## src/sv/sbsd_pkg.sv

```systemverilog
// Shared types, constants and the opcode table of the bytecode stream decoder.
// No dependencies; every other file refers to it by scoped names.
package sbsd_pkg;

   localparam int OFFSET_BITS_DEF   = 32;
   localparam int OPERAND_BYTES_DEF = 4;

   localparam int WORD_W = 32;

   // result kinds
   typedef enum logic [1:0] {
      KIND_INSTR   = 2'd0,
      KIND_CAPTURE = 2'd1,
      KIND_END     = 2'd2,
      KIND_ERROR   = 2'd3
   } kind_type;

   typedef enum logic [1:0] {
      PH_OPCODE  = 2'd0,
      PH_OPERAND = 2'd1,
      PH_AREA    = 2'd2,
      PH_INDEX   = 2'd3
   } phase_type;

   localparam logic [3:0] MAJOR_END       = 4'hF;
   localparam logic [3:0] MAJOR_CTRL      = 4'h5;
   localparam logic [3:0] MINOR_CLOSURE   = 4'h4;
   localparam logic [7:0] AREA_MAX        = 8'd3;
   localparam logic [7:0] MAJOR_MASK      = 8'hF0;
   localparam logic [7:0] MINOR_MASK      = 8'h0F;

   typedef struct packed {
      logic       valid;
      logic [1:0] count;
   } op_info_type;

   typedef struct packed {
      kind_type           kind;
      logic [31:0]        start_offset;
      logic [3:0]         major_code;
      logic [3:0]         minor_code;
      logic signed [31:0] first_operand;
      logic signed [31:0] second_operand;
      logic [1:0]         operand_count;
      logic [1:0]         capture_area;
      logic               last_of_instruction;
   } rsp_payload_type;

   // operand count of an opcode; valid is low for an undefined opcode
   function automatic op_info_type op_info(input logic [3:0] major, input logic [3:0] minor);
      op_info_type r;
      r = '{valid: 1'b0, count: 2'd0};
      unique case (major)
         4'h0: begin
            r.valid = (minor >= 4'd1) && (minor <= 4'd13);
         end
         4'h1: begin
            unique case (minor)
               4'h0, 4'h1, 4'h5: r = '{valid: 1'b1, count: 2'd1};
               4'h2:             r = '{valid: 1'b1, count: 2'd2};
               4'h3, 4'h4, 4'h6, 4'h7, 4'h8, 4'h9, 4'hA, 4'hB:
                                 r = '{valid: 1'b1, count: 2'd0};
               default:          r = '{valid: 1'b0, count: 2'd0};
            endcase
         end
         4'h2, 4'h3, 4'h4: begin
            r = '{valid: (minor <= 4'd3), count: 2'd1};
         end
         4'h5: begin
            unique case (minor)
               4'h0, 4'h1, 4'h5, 4'h8, 4'hA: r = '{valid: 1'b1, count: 2'd1};
               4'h2, 4'h3, 4'h4, 4'h6, 4'h7, 4'h9, 4'hB:
                                             r = '{valid: 1'b1, count: 2'd2};
               default:                      r = '{valid: 1'b0, count: 2'd0};
            endcase
         end
         4'h6: begin
            r.valid = (minor <= 4'd6);
         end
         4'h7: begin
            if (minor <= 4'd3) begin
               r = '{valid: 1'b1, count: 2'd0};
            end else if (minor == 4'd4) begin
               r = '{valid: 1'b1, count: 2'd1};
            end
         end
         default: begin
            r = '{valid: 1'b0, count: 2'd0};
         end
      endcase
      return r;
   endfunction

endpackage

```

## src/sv/sbsd_if.sv

```systemverilog
// Valid/ready channel interfaces for the bytecode stream decoder.
// Depends on sbsd_pkg for the result kind type.
interface sbsd_req_if;
   logic       valid;
   logic       ready;
   logic [7:0] code_byte;

   modport source (output valid, output code_byte, input ready);
   modport sink   (input valid, input code_byte, output ready);
endinterface

interface sbsd_rsp_if;
   logic               valid;
   logic               ready;
   sbsd_pkg::kind_type kind;
   logic [31:0]        start_offset;
   logic [3:0]         major_code;
   logic [3:0]         minor_code;
   logic signed [31:0] first_operand;
   logic signed [31:0] second_operand;
   logic [1:0]         operand_count;
   logic [1:0]         capture_area;
   logic               last_of_instruction;

   modport source (output valid, output kind, output start_offset, output major_code,
                   output minor_code, output first_operand, output second_operand,
                   output operand_count, output capture_area,
                   output last_of_instruction, input ready);
   modport sink   (input valid, input kind, input start_offset, input major_code,
                   input minor_code, input first_operand, input second_operand,
                   input operand_count, input capture_area,
                   input last_of_instruction, output ready);
endinterface

```

## src/sv/sbsd_operand_gather.sv

```systemverilog
// Little-endian operand word assembly, one byte per enabled cycle.
// Depends on sbsd_pkg for the word width.
module sbsd_operand_gather #(
   parameter int OPERAND_BYTES = sbsd_pkg::OPERAND_BYTES_DEF
) (
   input  logic                      clock,
   input  logic                      reset,
   input  logic                      enable,
   input  logic [7:0]                code_byte,
   output logic                      word_done,
   output logic signed [31:0]        word_value
);
   localparam int BITS  = 8 * OPERAND_BYTES;
   localparam int IDX_W = $clog2(OPERAND_BYTES);

   logic [IDX_W-1:0] idx_ff, idx_in;
   logic [BITS-1:0]  word_ff, word_in;

   always_comb begin
      word_in = word_ff;
      word_in[idx_ff*8 +: 8] = code_byte;
   end

   assign word_done = enable && (idx_ff == IDX_W'(OPERAND_BYTES - 1));
   assign idx_in    = !enable ? idx_ff : (word_done ? '0 : idx_ff + 1'b1);

   // sign-extend from the operand width, or keep the low 32 bits
   generate
      if (BITS < sbsd_pkg::WORD_W) begin : g_ext
         assign word_value = {{(sbsd_pkg::WORD_W - BITS){word_in[BITS-1]}}, word_in};
      end else begin : g_cut
         assign word_value = word_in[sbsd_pkg::WORD_W-1:0];
      end
   endgenerate

   always_ff @(posedge clock) begin
      if (reset) begin
         idx_ff <= '0;
      end else begin
         idx_ff <= idx_in;
      end
   end

   always_ff @(posedge clock) begin
      if (enable) begin
         word_ff <= word_in;
      end
   end
endmodule

```

## src/sv/sbsd_decoder.sv

```systemverilog
// Per-byte decode state machine: opcode check, operand sequencing, capture list.
// Depends on sbsd_pkg and sbsd_operand_gather.
module sbsd_decoder #(
   parameter int OFFSET_BITS   = sbsd_pkg::OFFSET_BITS_DEF,
   parameter int OPERAND_BYTES = sbsd_pkg::OPERAND_BYTES_DEF
) (
   input  logic                      clock,
   input  logic                      reset,
   input  logic                      step,
   input  logic [7:0]                code_byte,
   output logic                      emit,
   output sbsd_pkg::rsp_payload_type payload
);
   sbsd_pkg::phase_type       phase_ff, phase_in;
   logic                      halted_ff, halted_in;
   logic [3:0]                held_major_ff, held_minor_ff;
   logic                      more_words_ff;
   logic signed [31:0]        saved_first_ff;
   logic [31:0]               captures_left_ff;
   logic [1:0]                held_area_ff;
   logic [OFFSET_BITS-1:0]    byte_position_ff, instr_offset_ff;

   logic                      live;
   logic                      gather_en;
   logic                      word_done;
   logic signed [31:0]        word_value;
   logic [3:0]                byte_major, byte_minor;
   sbsd_pkg::op_info_type     byte_info, held_info;
   logic                      capt_start;
   logic                      area_bad;
   logic                      last_capture;

   assign live       = step && !halted_ff;
   assign gather_en  = live && (phase_ff == sbsd_pkg::PH_OPERAND ||
                                phase_ff == sbsd_pkg::PH_INDEX);
   assign byte_major = 4'((code_byte & sbsd_pkg::MAJOR_MASK) >> 4);
   assign byte_minor = 4'(code_byte & sbsd_pkg::MINOR_MASK);
   assign byte_info  = sbsd_pkg::op_info(byte_major, byte_minor);
   assign held_info  = sbsd_pkg::op_info(held_major_ff, held_minor_ff);
   assign area_bad   = code_byte > sbsd_pkg::AREA_MAX;
   assign last_capture = captures_left_ff == 32'd1;
   // closure with a positive capture count
   assign capt_start = held_major_ff == sbsd_pkg::MAJOR_CTRL &&
                       held_minor_ff == sbsd_pkg::MINOR_CLOSURE &&
                       word_value != 32'sd0 && !word_value[31];

   sbsd_operand_gather #(.OPERAND_BYTES(OPERAND_BYTES)) u_gather (
      .clock      (clock),
      .reset      (reset),
      .enable     (gather_en),
      .code_byte  (code_byte),
      .word_done  (word_done),
      .word_value (word_value)
   );

   // next state
   always_comb begin
      phase_in  = phase_ff;
      halted_in = halted_ff;
      if (live) begin
         unique case (phase_ff)
            sbsd_pkg::PH_OPCODE: begin
               if (byte_major == sbsd_pkg::MAJOR_END || !byte_info.valid) begin
                  halted_in = 1'b1;
               end else if (byte_info.count != 2'd0) begin
                  phase_in = sbsd_pkg::PH_OPERAND;
               end
            end
            sbsd_pkg::PH_OPERAND: begin
               if (word_done && !more_words_ff) begin
                  phase_in = (held_info.count == 2'd2 && capt_start) ?
                             sbsd_pkg::PH_AREA : sbsd_pkg::PH_OPCODE;
               end
            end
            sbsd_pkg::PH_AREA: begin
               if (area_bad) begin
                  halted_in = 1'b1;
               end else begin
                  phase_in = sbsd_pkg::PH_INDEX;
               end
            end
            sbsd_pkg::PH_INDEX: begin
               if (word_done) begin
                  phase_in = last_capture ? sbsd_pkg::PH_OPCODE : sbsd_pkg::PH_AREA;
               end
            end
            default: phase_in = sbsd_pkg::PH_OPCODE;
         endcase
      end
   end

   // result
   always_comb begin
      emit    = 1'b0;
      payload = '0;
      payload.kind                = sbsd_pkg::KIND_INSTR;
      payload.start_offset        = 32'(instr_offset_ff);
      payload.major_code          = held_major_ff;
      payload.minor_code          = held_minor_ff;
      payload.last_of_instruction = 1'b1;
      unique case (phase_ff)
         sbsd_pkg::PH_OPCODE: begin
            payload.start_offset = 32'(byte_position_ff);
            payload.major_code   = byte_major;
            payload.minor_code   = byte_minor;
            if (byte_major == sbsd_pkg::MAJOR_END) begin
               emit         = 1'b1;
               payload.kind = sbsd_pkg::KIND_END;
            end else if (!byte_info.valid) begin
               emit         = 1'b1;
               payload.kind = sbsd_pkg::KIND_ERROR;
            end else if (byte_info.count == 2'd0) begin
               emit         = 1'b1;
            end
         end
         sbsd_pkg::PH_OPERAND: begin
            if (word_done && !more_words_ff) begin
               emit = 1'b1;
               if (held_info.count == 2'd2) begin
                  payload.first_operand       = saved_first_ff;
                  payload.second_operand      = word_value;
                  payload.operand_count       = 2'd2;
                  payload.last_of_instruction = !capt_start;
               end else begin
                  payload.first_operand = word_value;
                  payload.operand_count = 2'd1;
               end
            end
         end
         sbsd_pkg::PH_AREA: begin
            if (area_bad) begin
               emit                  = 1'b1;
               payload.kind          = sbsd_pkg::KIND_ERROR;
               payload.first_operand = 32'(code_byte);
            end
         end
         sbsd_pkg::PH_INDEX: begin
            if (word_done) begin
               emit                        = 1'b1;
               payload.kind                = sbsd_pkg::KIND_CAPTURE;
               payload.first_operand       = word_value;
               payload.operand_count       = 2'd1;
               payload.capture_area        = held_area_ff;
               payload.last_of_instruction = last_capture;
            end
         end
         default: emit = 1'b0;
      endcase
      emit = emit && live;
   end

   always_ff @(posedge clock) begin
      if (reset) begin
         phase_ff         <= sbsd_pkg::PH_OPCODE;
         halted_ff        <= 1'b0;
         held_major_ff    <= '0;
         held_minor_ff    <= '0;
         more_words_ff    <= 1'b0;
         saved_first_ff   <= '0;
         captures_left_ff <= '0;
         held_area_ff     <= '0;
         byte_position_ff <= '0;
         instr_offset_ff  <= '0;
      end else begin
         phase_ff  <= phase_in;
         halted_ff <= halted_in;
         if (live) begin
            byte_position_ff <= byte_position_ff + 1'b1;
            unique case (phase_ff)
               sbsd_pkg::PH_OPCODE: begin
                  instr_offset_ff <= byte_position_ff;
                  held_major_ff   <= byte_major;
                  held_minor_ff   <= byte_minor;
                  more_words_ff   <= byte_info.count == 2'd2;
               end
               sbsd_pkg::PH_OPERAND: begin
                  if (word_done) begin
                     more_words_ff <= 1'b0;
                     if (more_words_ff) begin
                        saved_first_ff <= word_value;
                     end else if (held_info.count == 2'd2 && capt_start) begin
                        captures_left_ff <= word_value;
                     end
                  end
               end
               sbsd_pkg::PH_AREA: begin
                  held_area_ff <= code_byte[1:0];
               end
               sbsd_pkg::PH_INDEX: begin
                  if (word_done) begin
                     captures_left_ff <= captures_left_ff - 1'b1;
                  end
               end
               default: held_area_ff <= held_area_ff;
            endcase
         end
      end
   end
endmodule

```

## src/sv/stack_bytecode_stream_decoder.sv

```systemverilog
// Top level of the stack bytecode stream decoder: input register, decoder, result register.
// Depends on sbsd_pkg, sbsd_if and sbsd_decoder.
//
//   channel   dir   payload                                   transaction
//   req_ch    in    code_byte[7:0]                            one code byte
//   rsp_ch    out   kind, start_offset, major/minor_code,     one decoded instruction,
//                   first/second_operand, operand_count,      capture, end or error
//                   capture_area, last_of_instruction
//
// One byte per cycle sustained while responses are taken. A byte is held in the
// input register, is decoded there by the state machine and its result (if any)
// lands in the result register.
// Synchronous active-high reset returns to opcode phase at offset zero and
// clears the halt. A stalled response holds the input register; ready drops
// only when both registers are full and the response is not taken.
// After an end or error response, bytes are accepted and dropped until reset.
module stack_bytecode_stream_decoder #(
   parameter int OFFSET_BITS   = sbsd_pkg::OFFSET_BITS_DEF,
   parameter int OPERAND_BYTES = sbsd_pkg::OPERAND_BYTES_DEF
) (
   input  logic     clock,
   input  logic     reset,
   sbsd_req_if.sink   req_ch,
   sbsd_rsp_if.source rsp_ch
);
   // input stage
   logic       in_valid_ff, in_valid_in;
   logic [7:0] in_byte_ff;
   // result stage
   logic                      rsp_valid_ff, rsp_valid_in;
   sbsd_pkg::rsp_payload_type rsp_data_ff;

   logic                      advance;   // result slot free this cycle
   logic                      process;   // held byte goes through the decoder
   logic                      req_take;
   logic                      emit;
   sbsd_pkg::rsp_payload_type payload;

   assign advance  = !rsp_valid_ff || rsp_ch.ready;
   assign process  = in_valid_ff && advance;
   assign req_ch.ready = !in_valid_ff || advance;
   assign req_take = req_ch.valid && req_ch.ready;

   assign in_valid_in  = req_take ? 1'b1 : (process ? 1'b0 : in_valid_ff);
   assign rsp_valid_in = (process && emit) ? 1'b1 : (rsp_ch.ready ? 1'b0 : rsp_valid_ff);

   sbsd_decoder #(
      .OFFSET_BITS   (OFFSET_BITS),
      .OPERAND_BYTES (OPERAND_BYTES)
   ) u_decoder (
      .clock     (clock),
      .reset     (reset),
      .step      (process),
      .code_byte (in_byte_ff),
      .emit      (emit),
      .payload   (payload)
   );

   always_ff @(posedge clock) begin
      if (reset) begin
         in_valid_ff  <= 1'b0;
         rsp_valid_ff <= 1'b0;
      end else begin
         in_valid_ff  <= in_valid_in;
         rsp_valid_ff <= rsp_valid_in;
      end
   end

   // payload registers, no reset
   always_ff @(posedge clock) begin
      if (req_take) begin
         in_byte_ff <= req_ch.code_byte;
      end
      if (process && emit) begin
         rsp_data_ff <= payload;
      end
   end

   assign rsp_ch.valid               = rsp_valid_ff;
   assign rsp_ch.kind                = rsp_data_ff.kind;
   assign rsp_ch.start_offset        = rsp_data_ff.start_offset;
   assign rsp_ch.major_code          = rsp_data_ff.major_code;
   assign rsp_ch.minor_code          = rsp_data_ff.minor_code;
   assign rsp_ch.first_operand       = rsp_data_ff.first_operand;
   assign rsp_ch.second_operand      = rsp_data_ff.second_operand;
   assign rsp_ch.operand_count       = rsp_data_ff.operand_count;
   assign rsp_ch.capture_area        = rsp_data_ff.capture_area;
   assign rsp_ch.last_of_instruction = rsp_data_ff.last_of_instruction;
endmodule
```

## src/flat_wrapper.sv

```systemverilog
// flat-port wrapper written by rule: the top's interface ports become plain ports
module stack_bytecode_stream_decoder_flat 
#(
   parameter int OFFSET_BITS   = sbsd_pkg::OFFSET_BITS_DEF,
   parameter int OPERAND_BYTES = sbsd_pkg::OPERAND_BYTES_DEF
)
  (clock, reset, req_ch_valid, req_ch_code_byte, req_ch_ready, rsp_ch_valid, rsp_ch_kind, rsp_ch_start_offset, rsp_ch_major_code, rsp_ch_minor_code, rsp_ch_first_operand, rsp_ch_second_operand, rsp_ch_operand_count, rsp_ch_capture_area, rsp_ch_last_of_instruction, rsp_ch_ready);
  sbsd_req_if req_ch_i ();
  sbsd_rsp_if rsp_ch_i ();
  input  logic clock;
  input  logic reset;
  input wire logic [$bits(req_ch_i.valid)-1:0] req_ch_valid;
  input wire logic [$bits(req_ch_i.code_byte)-1:0] req_ch_code_byte;
  output wire logic [$bits(req_ch_i.ready)-1:0] req_ch_ready;
  output wire logic [$bits(rsp_ch_i.valid)-1:0] rsp_ch_valid;
  output wire logic [$bits(rsp_ch_i.kind)-1:0] rsp_ch_kind;
  output wire logic [$bits(rsp_ch_i.start_offset)-1:0] rsp_ch_start_offset;
  output wire logic [$bits(rsp_ch_i.major_code)-1:0] rsp_ch_major_code;
  output wire logic [$bits(rsp_ch_i.minor_code)-1:0] rsp_ch_minor_code;
  output wire logic [$bits(rsp_ch_i.first_operand)-1:0] rsp_ch_first_operand;
  output wire logic [$bits(rsp_ch_i.second_operand)-1:0] rsp_ch_second_operand;
  output wire logic [$bits(rsp_ch_i.operand_count)-1:0] rsp_ch_operand_count;
  output wire logic [$bits(rsp_ch_i.capture_area)-1:0] rsp_ch_capture_area;
  output wire logic [$bits(rsp_ch_i.last_of_instruction)-1:0] rsp_ch_last_of_instruction;
  input wire logic [$bits(rsp_ch_i.ready)-1:0] rsp_ch_ready;
  assign req_ch_i.valid = req_ch_valid;
  assign req_ch_i.code_byte = req_ch_code_byte;
  assign req_ch_ready = req_ch_i.ready;
  assign rsp_ch_valid = rsp_ch_i.valid;
  assign rsp_ch_kind = rsp_ch_i.kind;
  assign rsp_ch_start_offset = rsp_ch_i.start_offset;
  assign rsp_ch_major_code = rsp_ch_i.major_code;
  assign rsp_ch_minor_code = rsp_ch_i.minor_code;
  assign rsp_ch_first_operand = rsp_ch_i.first_operand;
  assign rsp_ch_second_operand = rsp_ch_i.second_operand;
  assign rsp_ch_operand_count = rsp_ch_i.operand_count;
  assign rsp_ch_capture_area = rsp_ch_i.capture_area;
  assign rsp_ch_last_of_instruction = rsp_ch_i.last_of_instruction;
  assign rsp_ch_i.ready = rsp_ch_ready;
  stack_bytecode_stream_decoder #(.OFFSET_BITS(OFFSET_BITS), .OPERAND_BYTES(OPERAND_BYTES)) u_core (.clock(clock), .reset(reset), .req_ch(req_ch_i), .rsp_ch(rsp_ch_i));
endmodule
```

## config.mk

```make
export PLATFORM = sky130hd
export DESIGN_NAME = stack_bytecode_stream_decoder_flat
export DESIGN_NICKNAME = d
export VERILOG_FILES = /design/src/sv/sbsd_pkg.sv /design/src/sv/sbsd_if.sv /design/src/sv/sbsd_operand_gather.sv /design/src/sv/sbsd_decoder.sv /design/src/sv/stack_bytecode_stream_decoder.sv /design/src/flat_wrapper.sv
export SDC_FILE = /design/constraint.sdc
export NUM_CORES = 1
export LEC_CHECK = 0
export BUFFER_PORTS_ARGS = -buffer_cell sky130_fd_sc_hd__buf_2
export CORE_ASPECT_RATIO = 0.5
export CORE_UTILIZATION = 30
export CTS_BUF_LIST = sky130_fd_sc_hd__clkbuf_16
export CTS_CLUSTER_SIZE = 10
export DETAILED_ROUTE_END_ITERATION = 7
export PLACE_DENSITY_LB_ADDON = 0.2
export REMOVE_ABC_BUFFERS = 1
export SLEW_MARGIN = 40
export SYNTH_ARGS = -nofsm -noshare
export SYNTH_HDL_FRONTEND = slang
export SYNTH_SLANG_ARGS = --single-unit
```

## constraint.sdc

```tcl
create_clock -name clock -period 10.8 [get_ports clock]
set_input_delay 1.62 -clock clock [delete_from_list [all_inputs] [get_ports clock]]
set_output_delay 1.62 -clock clock [all_outputs]
set_load 0.01 [all_outputs]
```

==> flow_summary.yaml, run 1 <==
power_and_ir_drop:
  leakage_nw: 5.77
  vdd_ir_drop_max_mv: 0.0731
  finalPower_mw: 2.44
  p_per_area_mw_per_mm2: 156
floorplan:
  fp.dieW_microns: 300
  dieHeight_microns: 151
  core-area_sq_mm: 0.0437
  start_util_pct: 30.5
  dieArea_sq_mm: 0.0454
  io_pins: 125
  row_count: 54
sta:
  finalHoldViolations: 0
  worst_pin_slew_ps: 810
  relSlewSlack_pct: 46.0
  setup_tns_ps: 0
  fmax_ghz: 0.251
  setup-violations-final: 0
  slew_viol_final: 0
  post-route-period-util_pct: 36.9
  timing.final.crit_period_ps: 3990
  finClkSkew_ps: 17.5
  grt_setup_unrepaired: "false"
  fin_hold_ws_ps: 450
logic_synthesis:
  ys_seq_area_share_pct: 57.2
  ys_types: 72
  synth-edff-count: 151
  synthMuxAreaShare_pct: 4.37
  async_flop_share_pct: 0
  syn-instance-count: 1325
  synth_simple_gate_area_share_pct: 17.7
  yosys_warnings: 0
  synth_flop_cell: "dfxtp_1"
  avgSynthCellArea_sq_um: 10.1
  synth_area_sq_mm: 0.0133
  synthAdderAreaFrac_pct: 0.750
  synth_seq_cells: 306
  synth_top_family_by_area: "simple AND/OR/NAND/NOR gates"
  synth_compound_area_share_pct: 14.1
  yosys.area_share.xor_xnor_pct: 1.84
clocking:
  cts_buffer_depth: 3
  cts_resized: 0
  cts_tree: "done"
  cts_root_buf: "clkbuf_16"
  cts.sinks: 306
  post_cts.repair.setup_buffers: 0
  clkLatencyLatePin_ps: 520
  clk_pin_slew_worst_paths_ps: 60
  cts_buffers: 36
  postCtsHoldBufs: 0
  htreeDepth: 2
critical_path:
  criticalPathCategory: "flop to flop"
  crit_start: "u_core.u_decoder.u_gather.idx_ff[0]"
  worst_path_max_delay_cell: "ha_1"
  critical_path.top_delay_family: "compound AO/OA/AOI/OAI gates"
  worstSetupStartpointType: "flop"
  max_stage_delay_ps: 660
  worst-path-max-fanout: 62
  required_ps: 11170
  cp_cell_sequence: "inv_1 > ha_1 > nor3b_2 > a32oi_1 > inv_2 > a211o_1 > or3_4 > o31ai_4 > buf_4 > mux2i_1 > nor2_1"
  endpoint_kind: "flop"
  arrival_ps: 4350
  crit_buf_inv: 3
  timing.rr.start: "u_core.u_decoder.u_gather.idx_ff[0]"
min_path:
  min_path_type: "flop to flop"
  worstHoldStart: "u_core.u_decoder.instr_offset_ff[6]"
final_layout:
  antenna_cells: 0
  utilization_pct: 35.7
  final_area_sq_mm: 0.0156
  area_growth_syn_to_layout_pct: 17.0
  layout-drive-gt1-share_pct: 17.7
  fillerInstances: 4380
  final_common_cell: "nor2_1"
  final_cell_mix: "179 x nor2_1, 155 x dfxtp_1, 151 x edfxtp_1, 150 x nand2_1, 123 x buf_2"
  nets: 1447
placed_design:
  place_area_sq_mm: 0.0146
  dp_hpwl_microns: 22500
  gp_congestion: 0.808
  io_buffer_count: 124
drt:
  routed_wl_microns: 34400
  wl_per_cell_microns: 16.9
  via_count: 10100
  vias_per_cell: 4.95
  dr.pass1.iters: 6
  route.detailed.drc: 0
  drt_first_iter_violations: 826
  drtAntennaViolNets: 0
global_routing:
  antenna_found_initial: 0
  overflow: 0
  track_usage_pct: 14.9
  grt_pass1_wl_microns: 53400
  grt_max_degree: 78
  first_global_vias: 9789
run_status:
  status: "completed"
flow_run:
  drv_cap: 0
[cell type report]
cell class / instances / area [sq um] / area share [%]
flip-flops and latches: 306 / 7640 / 48.9
multi-input cells: 887 / 5220 / 33.4
clock buffers: 37 / 926 / 5.93
repair buffers: 146 / 811 / 5.19
well taps: 588 / 736 / 4.71
inverters: 50 / 188 / 1.20
clock inverters: 26 / 97.6 / 0.625
[flip-flops by register name, summed over array words and instances, names as in the netlist, 2 cells and up, named ones only]
| name | flops |
|---|---|
| u_core.u_decoder.saved_first_ff | 32 |
| u_core.u_decoder.instr_offset_ff | 32 |
| u_core.rsp_ch.start_offset | 32 |
| u_core.rsp_ch.kind | 2 |
| u_core.u_decoder.u_gather.idx_ff | 2 |
| u_core.u_decoder.held_area_ff | 2 |
| u_core.rsp_ch.first_operand | 32 |
| u_core.rsp_ch.capture_area | 2 |
| u_core.in_byte_ff | 8 |
| u_core.u_decoder.held_major_ff | 4 |
| u_core.u_decoder.byte_position_ff | 32 |
| u_core.rsp_ch.minor_code | 4 |
| u_core.u_decoder.held_minor_ff | 4 |
| u_core.u_decoder.captures_left_ff | 32 |
| u_core.rsp_ch.second_operand | 32 |
| u_core.u_decoder.u_gather.word_ff | 32 |
| u_core.u_decoder.phase_ff | 2 |
| u_core.rsp_ch.major_code | 4 |
| u_core.rsp_ch.operand_count | 2 |
[kinds of logic (layout without fill, tap and decap cells)]
family          count (synthesis)  after routing
simple gates                  497            497
flops                         306            306
compound gates                301            301
buf+inv                       132            259
mux                            53             53
xor+xnor                       28             28
fa+ha+maj                       8              8
[synth_stat cells, drive strengths merged (11+ instances only)]
master	count	share of area [%]
buf	18	0.89
nand2b	14	0.66
nor2b	22	1.0
a211oi	36	2.1
and3	13	0.61
clkbuf	64	1.8
edfxtp	151	34
o21ai	66	2.5
mux2i	11	0.83
dfxtp	155	23
mux2	42	3.5
a22oi	18	1.1
inv	50	1.4
xor2	19	1.2
nor3	18	0.71
a21oi	107	4.0
nor2	183	5.1
a31oi	19	0.94
nand3	16	0.60
nor4	16	0.91
nand2	150	4.2
[worst register-to-register path, stage by stage (launching register included)]
cell	delay, ps
dfxtp_1	450
inv_1	200
ha_1	660
nor3b_2	210
a32oi_1	550
inv_2	60
a211o_1	230
or3_4	350
o31ai_4	230
buf_4	500
mux2i_1	320
nor2_1	60
[path summary, 6_finish.rpt]
path / endpoint / slack (ps) / cells after the start
setup reg to reg: u_core.u_decoder.captures_left_ff[1] / 6810 / 11
setup / recovery: u_core.u_decoder.captures_left_ff[1] / 6810 / 11
hold reg to reg: u_core.u_decoder.instr_offset_ff[6] / 450 / 2
hold / removal: u_core.u_decoder.instr_offset_ff[6] / 450 / 2
[through the flow]
step,setup slack (ps),cells
after floorplan,2630,1243
after global placement,6510,1974
after detailed placement,6360,1976
after CTS,6770,2039
after global routing,6480,2040
final,6810,2040
[power by group]
| part | internal (mW) | leakage, nW | switching, mW |
|---|---|---|---|
| registers | 1.24 | 2.67 | 0.0152 |
| clock network | 0.613 | 0.591 | 0.459 |
| logic | 0.0324 | 2.51 | 0.0745 |
[routing by layer]
| layer | wire, microns | part of all wire (%) | GRT usage (%) |
|---|---|---|---|
| met3 | 1620 | 4.7 | 3.14 |
| met2 | 16600 | 48 | 25.4 |
| met1 | 15500 | 45 | 19.1 |
| met4 | 688 | 2.0 | 4.41 |
| met5 | 0 | 0 | 0 |
(Power assumes the default switching activity.)
==> run 2: changes to the inputs <==
==> constraint.sdc (replaced) <==
create_clock -name clock -period 4 [get_ports clock]
set_input_delay 0.6 -clock clock [delete_from_list [all_inputs] [get_ports clock]]
set_output_delay 0.6 -clock clock [all_outputs]
set_load 0.01 [all_outputs]
==> flow_summary.yaml, run 2 (synthesis gave the netlist of run 1 again) <==
sta:
  finClkSkew_ps: 15.8
  post-route-period-util_pct: 94.3
  slew_viol_final: 0
  grt_setup_unrepaired: "false"
  finalHoldViolations: 0
  fmax_ghz: 0.265
  timing.final.crit_period_ps: 3770
  worst_pin_slew_ps: 865
  setup_ws_ps: 227
  setup-violations-final: 0
  relSlewSlack_pct: 42.2
  fin_hold_ws_ps: 251
floorplan:
  row_count: 54
  dieArea_sq_mm: 0.0454
  dieHeight_microns: 151
  fp.dieW_microns: 300
  core-area_sq_mm: 0.0437
  start_util_pct: 30.5
  io_pins: 125
run_status:
  status: "completed"
critical_path:
  cp_cell_sequence: "inv_1 > ha_1 > nor3b_2 > and2_1 > a22oi_4 > inv_2 > a211o_1 > or3_4 > o31ai_4 > buf_4 > a21oi_1 > o221a_1"
  max_stage_delay_ps: 600
  criticalPathCategory: "flop to flop"
  worstSetupStartpointType: "flop"
  required_ps: 4410
  arrival_ps: 4180
  worst-path-max-fanout: 23
  endpoint_kind: "flop"
  worst_path_max_delay_cell: "dfxtp_1"
power_and_ir_drop:
  p_per_area_mw_per_mm2: 426
  leakage_nw: 5.88
  vdd_ir_drop_max_mv: 0.223
  finalPower_mw: 6.73
global_routing:
  first_global_vias: 9861
  track_usage_pct: 15.7
  antenna_found_initial: 0
  overflow: 0
  grt_pass1_wl_microns: 55800
  grt_max_degree: 113
clocking:
  post_cts.repair.setup_buffers: 0
  cts_root_buf: "clkbuf_16"
  cts_buffers: 37
  cts.sinks: 306
  clkLatencyLatePin_ps: 530
  postCtsHoldBufs: 0
  htreeDepth: 2
  cts_resized: 0
  cts_tree: "done"
  clk_pin_slew_worst_paths_ps: 60
  cts_buffer_depth: 3
final_layout:
  final_common_cell: "nor2_1"
  fin_cells: 2058
  nets: 1462
  fillerInstances: 4323
  area_growth_syn_to_layout_pct: 18.3
  final_area_sq_mm: 0.0158
  antenna_cells: 0
  final_cell_mix: "179 x nor2_1, 155 x dfxtp_1, 151 x edfxtp_1, 150 x nand2_1, 123 x buf_2"
  layout-drive-gt1-share_pct: 18.6
drt:
  drt_first_iter_violations: 737
  dr.pass1.iters: 5
  wl_per_cell_microns: 17.4
  via_count: 10200
  drtAntennaViolNets: 0
  vias_per_cell: 4.94
  routed_wl_microns: 35900
  route.detailed.drc: 0
min_path:
  min_path_type: "primary input to flop"
placed_design:
  pre_cts_ws_ps: 357
  place_area_sq_mm: 0.0147
  dp_hpwl_microns: 23800
  place_inst: 1991
  gp_congestion: 0.871
  io_buffer_count: 124
flow_run:
  drv_cap: 0
run 2: cell count changes in the layout (fill, tap and decap cells not counted), moves of 2 or more:
cell,change
clkbuf_16,+2
inv_6,+2
buf_6,-4
buf_12,+3
buf_4,+16
run 2: path summary, 6_finish.rpt:
check             slack (ps)                            startpoint                               endpoint  cells after the start
setup / recovery         230   u_core.u_decoder.u_gather.idx_ff[0]  u_core.u_decoder.captures_left_ff[13]                     12
setup reg to reg         230   u_core.u_decoder.u_gather.idx_ff[0]  u_core.u_decoder.captures_left_ff[13]                     12
hold / removal           250                   req_ch_code_byte[7]                   u_core.in_byte_ff[7]                      1
hold reg to reg          450  u_core.u_decoder.instr_offset_ff[12]   u_core.u_decoder.instr_offset_ff[12]                      2
run 2: layer usage:
| metal | track usage [%] | vias up | part of all wire [%] | wire (microns) |
|---|---|---|---|---|
| met1 | 20.3 | 4904 | 45 | 16000 |
| met3 | 3.27 | 56 | 5.8 | 2060 |
| li1 | - | 4945 | - | - |
| met4 | 4.90 | 0 | 2.3 | 814 |
| met5 | 0 | - | 0 | 0 |
| met2 | 26.3 | 265 | 47 | 17000 |
run 2: final cells by class:
cell class	count	area (sq um)	area share [%]
clock inverter	28	115	0.729
tap	588	736	4.66
multi-input combinational	887	5210	33.0
clock buffer	39	976	6.18
inverter	50	188	1.19
timing repair buffer	160	931	5.89
sequential	306	7640	48.4
run 2: critical path: cells and delay by family, from the launching register on:
family,cells,cell delay (ps)
DFF,1,600
buffers and inverters,3,610
AOI/OAI and AO/OA,5,1130
adders and majority gates,1,550
and+or+nand+nor,3,750
run 2: where the power goes:
group          total (mW)  switching (mW)  leakage [nW]  internal, mW
Combinational       0.306           0.214          2.58        0.0926
Sequential           3.39          0.0333          2.67          3.36
Clock                3.03            1.28         0.621          1.75
Total                6.73            1.53          5.88          5.20
run 2: per-stage QoR:
| step | utilization (%) | setup TNS (ps) |
|---|---|---|
| 2_1_floorplan | - | -379940 |
| 3_3_place_gp | 33.6 | 0 |
| 3_5_place_dp | 33.6 | 0 |
| 4_1_cts | 36.1 | 0 |
| 5_1_grt | 36.1 | 0 |
| 6_report | 36.1 | 0 |
==> run 3: changes to the inputs <==
--- a/config.mk
+++ b/config.mk
@@ -16,4 +16,5 @@
 export SLEW_MARGIN = 40
 export SYNTH_ARGS = -nofsm -noshare
 export SYNTH_HDL_FRONTEND = slang
+export SYNTH_HIERARCHICAL = 1
 export SYNTH_SLANG_ARGS = --single-unit
==> flow_summary.yaml, run 3 <==
global_routing:
  antenna_found_initial: 0
  first_global_vias: 10500
  track_usage_pct: 16.1
  grt_pass1_wl_microns: 59900
  overflow: 0
  grt_max_degree: 87
sta:
  relSlewSlack_pct: 47.8
  setup-violations-final: 0
  setup_tns_ps: 0
  timing.final.crit_period_ps: 3650
  finClkSkew_ps: 24.1
  grt_setup_unrepaired: "false"
  fmax_ghz: 0.274
  post-route-period-util_pct: 91.1
  slew_viol_final: 0
  worst_pin_slew_ps: 783
  fin_hold_ws_ps: 252
  setup_ws_ps: 355
  finalHoldViolations: 0
min_path:
  min_path_type: "primary input to flop"
drt:
  wl_per_cell_microns: 18.7
  via_count: 10800
  route.detailed.drc: 0
  routed_wl_microns: 38200
  vias_per_cell: 5.26
  drt_first_iter_violations: 854
  drtAntennaViolNets: 0
  dr.pass1.iters: 5
final_layout:
  antenna_cells: 0
  area_growth_syn_to_layout_pct: 17.6
  final_area_sq_mm: 0.0161
  layout-drive-gt1-share_pct: 19.0
  final_cell_mix: "207 x nand2_1, 151 x edfxtp_1, 150 x dfxtp_1, 134 x a21oi_1, 123 x buf_2"
  final_common_cell: "nand2_1"
  utilization_pct: 36.3
  nets: 1451
logic_synthesis:
  async_flop_share_pct: 0
  avgSynthCellArea_sq_um: 10.2
  synth_area_sq_mm: 0.0137
  synth_seq_cells: 301
  ys_seq_area_share_pct: 55.2
  synth_flop_cell: "edfxtp_1"
  ys_top_cells_by_count: "208 x nand2_1, 151 x edfxtp_1, 150 x dfxtp_1"
  synth-edff-count: 151
  ys_types: 77
  yosys-top-cells-area: "edfxtp_1 33%, dfxtp_1 22%, nand2_1 5.7%"
  synth_top_area_share_pct: 33.2
  yosys.area.top_type: "edfxtp_1"
  yosysMostFrequentCell: "nand2_1"
  syn-instance-count: 1333
  yosys_warnings: 6
floorplan:
  row_count: 54
  dieHeight_microns: 153
  core-area_sq_mm: 0.0443
  start_util_pct: 30.9
  dieArea_sq_mm: 0.0464
  io_pins: 125
  fp.dieW_microns: 304
placed_design:
  io_buffer_count: 124
  dp_hpwl_microns: 24900
  gp_congestion: 0.858
  place_area_sq_mm: 0.0150
  pre_cts_ws_ps: 247
flow_run:
  drv_cap: 0
critical_path:
  worstSetupStartpointType: "flop"
  criticalPathCategory: "flop to flop"
  rrSetupSlack_ps: 350
  rr_endpoint: "u_core/u_decoder/captures_left_ff[0]"
  required_ps: 4450
  endpoint_kind: "flop"
  crit_path_end: "u_core/u_decoder/captures_left_ff[0]"
  arrival_ps: 4090
  r2r_cells: 10
  crit_start: "u_core/u_decoder/u_gather/idx_ff[0]"
  worst-path-max-fanout: 45
  timing.rr.start: "u_core/u_decoder/u_gather/idx_ff[0]"
power_and_ir_drop:
  vdd_ir_drop_max_mv: 0.246
  leakage_nw: 5.85
  p_per_area_mw_per_mm2: 410
clocking:
  htreeDepth: 2
  cts_buffer_depth: 3
  cts_root_buf: "clkbuf_16"
  cts_buffers: 36
  clkLatencyLatePin_ps: 530
  cts.sinks: 301
  cts_tree: "done"
  clk_pin_slew_worst_paths_ps: 60
run_status:
  status: "completed"
run 3: logic make-up after synthesis:
group | after synthesis | share of synthesized area, %
simple gates | 500 | 18.4
flops | 301 | 55.2
xor+xnor | 26 | 1.67
mux | 37 | 2.99
fa+ha+maj | 8 | 0.733
compound gates | 324 | 17.0
buf+inv | 137 | 4.00
run 3: critical path, cell delays in order (launching register included):
cell	delay (ps)
dfxtp_1	520
inv_1	140
ha_2	490
and4bb_2	320
a22o_1	260
nor4_1	440
nand4_1	360
o2111ai_4	310
buf_6	360
a221oi_1	130
a211oi_1	220
run 3: where the power goes:
group	internal [mW]	leakage [nW]	total (mW)	switching (mW)
clock	1.68	0.601	2.97	1.29
combinational	0.0960	2.57	0.299	0.203
sequential	3.27	2.69	3.31	0.0432
total	5.04	5.85	6.58	1.54
run 3: timing repair:
| action | 4_1_cts | 5_1_grt |
|---|---|---|
| setup buffers | 0 | 0 |
| gates resized for setup | 0 | 3 |
| endpoints found under the setup margin | 0 | 27 |
| hold buffers | 0 | 0 |
| hold endpoints to repair | 0 | 0 |
run 3: worst min-delay path by stage:
| stage | slack (ps) | cells past startpoint | to | from |
|---|---|---|---|---|
| after floorplan | 430 | 2 | u_core/u_decoder/instr_offset_ff[31] | u_core/u_decoder/byte_position_ff[31] |
| after global placement | 440 | 2 | u_core/u_decoder/instr_offset_ff[14] | u_core/u_decoder/instr_offset_ff[14] |
| after detailed placement | 450 | 2 | u_core/u_decoder/instr_offset_ff[28] | u_core/u_decoder/instr_offset_ff[28] |
| after CTS | 230 | 1 | u_core/in_byte_ff[5] | req_ch_code_byte[5] |
| after global routing | 230 | 1 | u_core/in_byte_ff[2] | req_ch_code_byte[2] |
| final | 250 | 1 | u_core/in_byte_ff[5] | req_ch_code_byte[5] |
run 3: layout make-up:
cell class	instances	area, sq um
fill	4389	28200
multi-input combinational	895	5630
timing repair buffer	164	968
clock buffer	37	926
tap	588	736
sequential	301	7540
inverter	33	124
clock inverter	27	135
run 3: per-layer routing:
metal	track usage (%)	vias up	routed length, microns
met2	26.6	298	18100
li1	-	5077	-
met5	0	-	0
met4	4.45	0	713
met3	3.42	53	2210
met1	21.4	5337	17200
run 3: metrics by stage:
step / power, mW / std cells
after detailed placement: 3.67 / 1981
final: 6.58 / 2045
after CTS: 6.69 / 2045
after global placement: 3.67 / 1981
after floorplan: 3.53 / 1229
after global routing: 6.86 / 2045
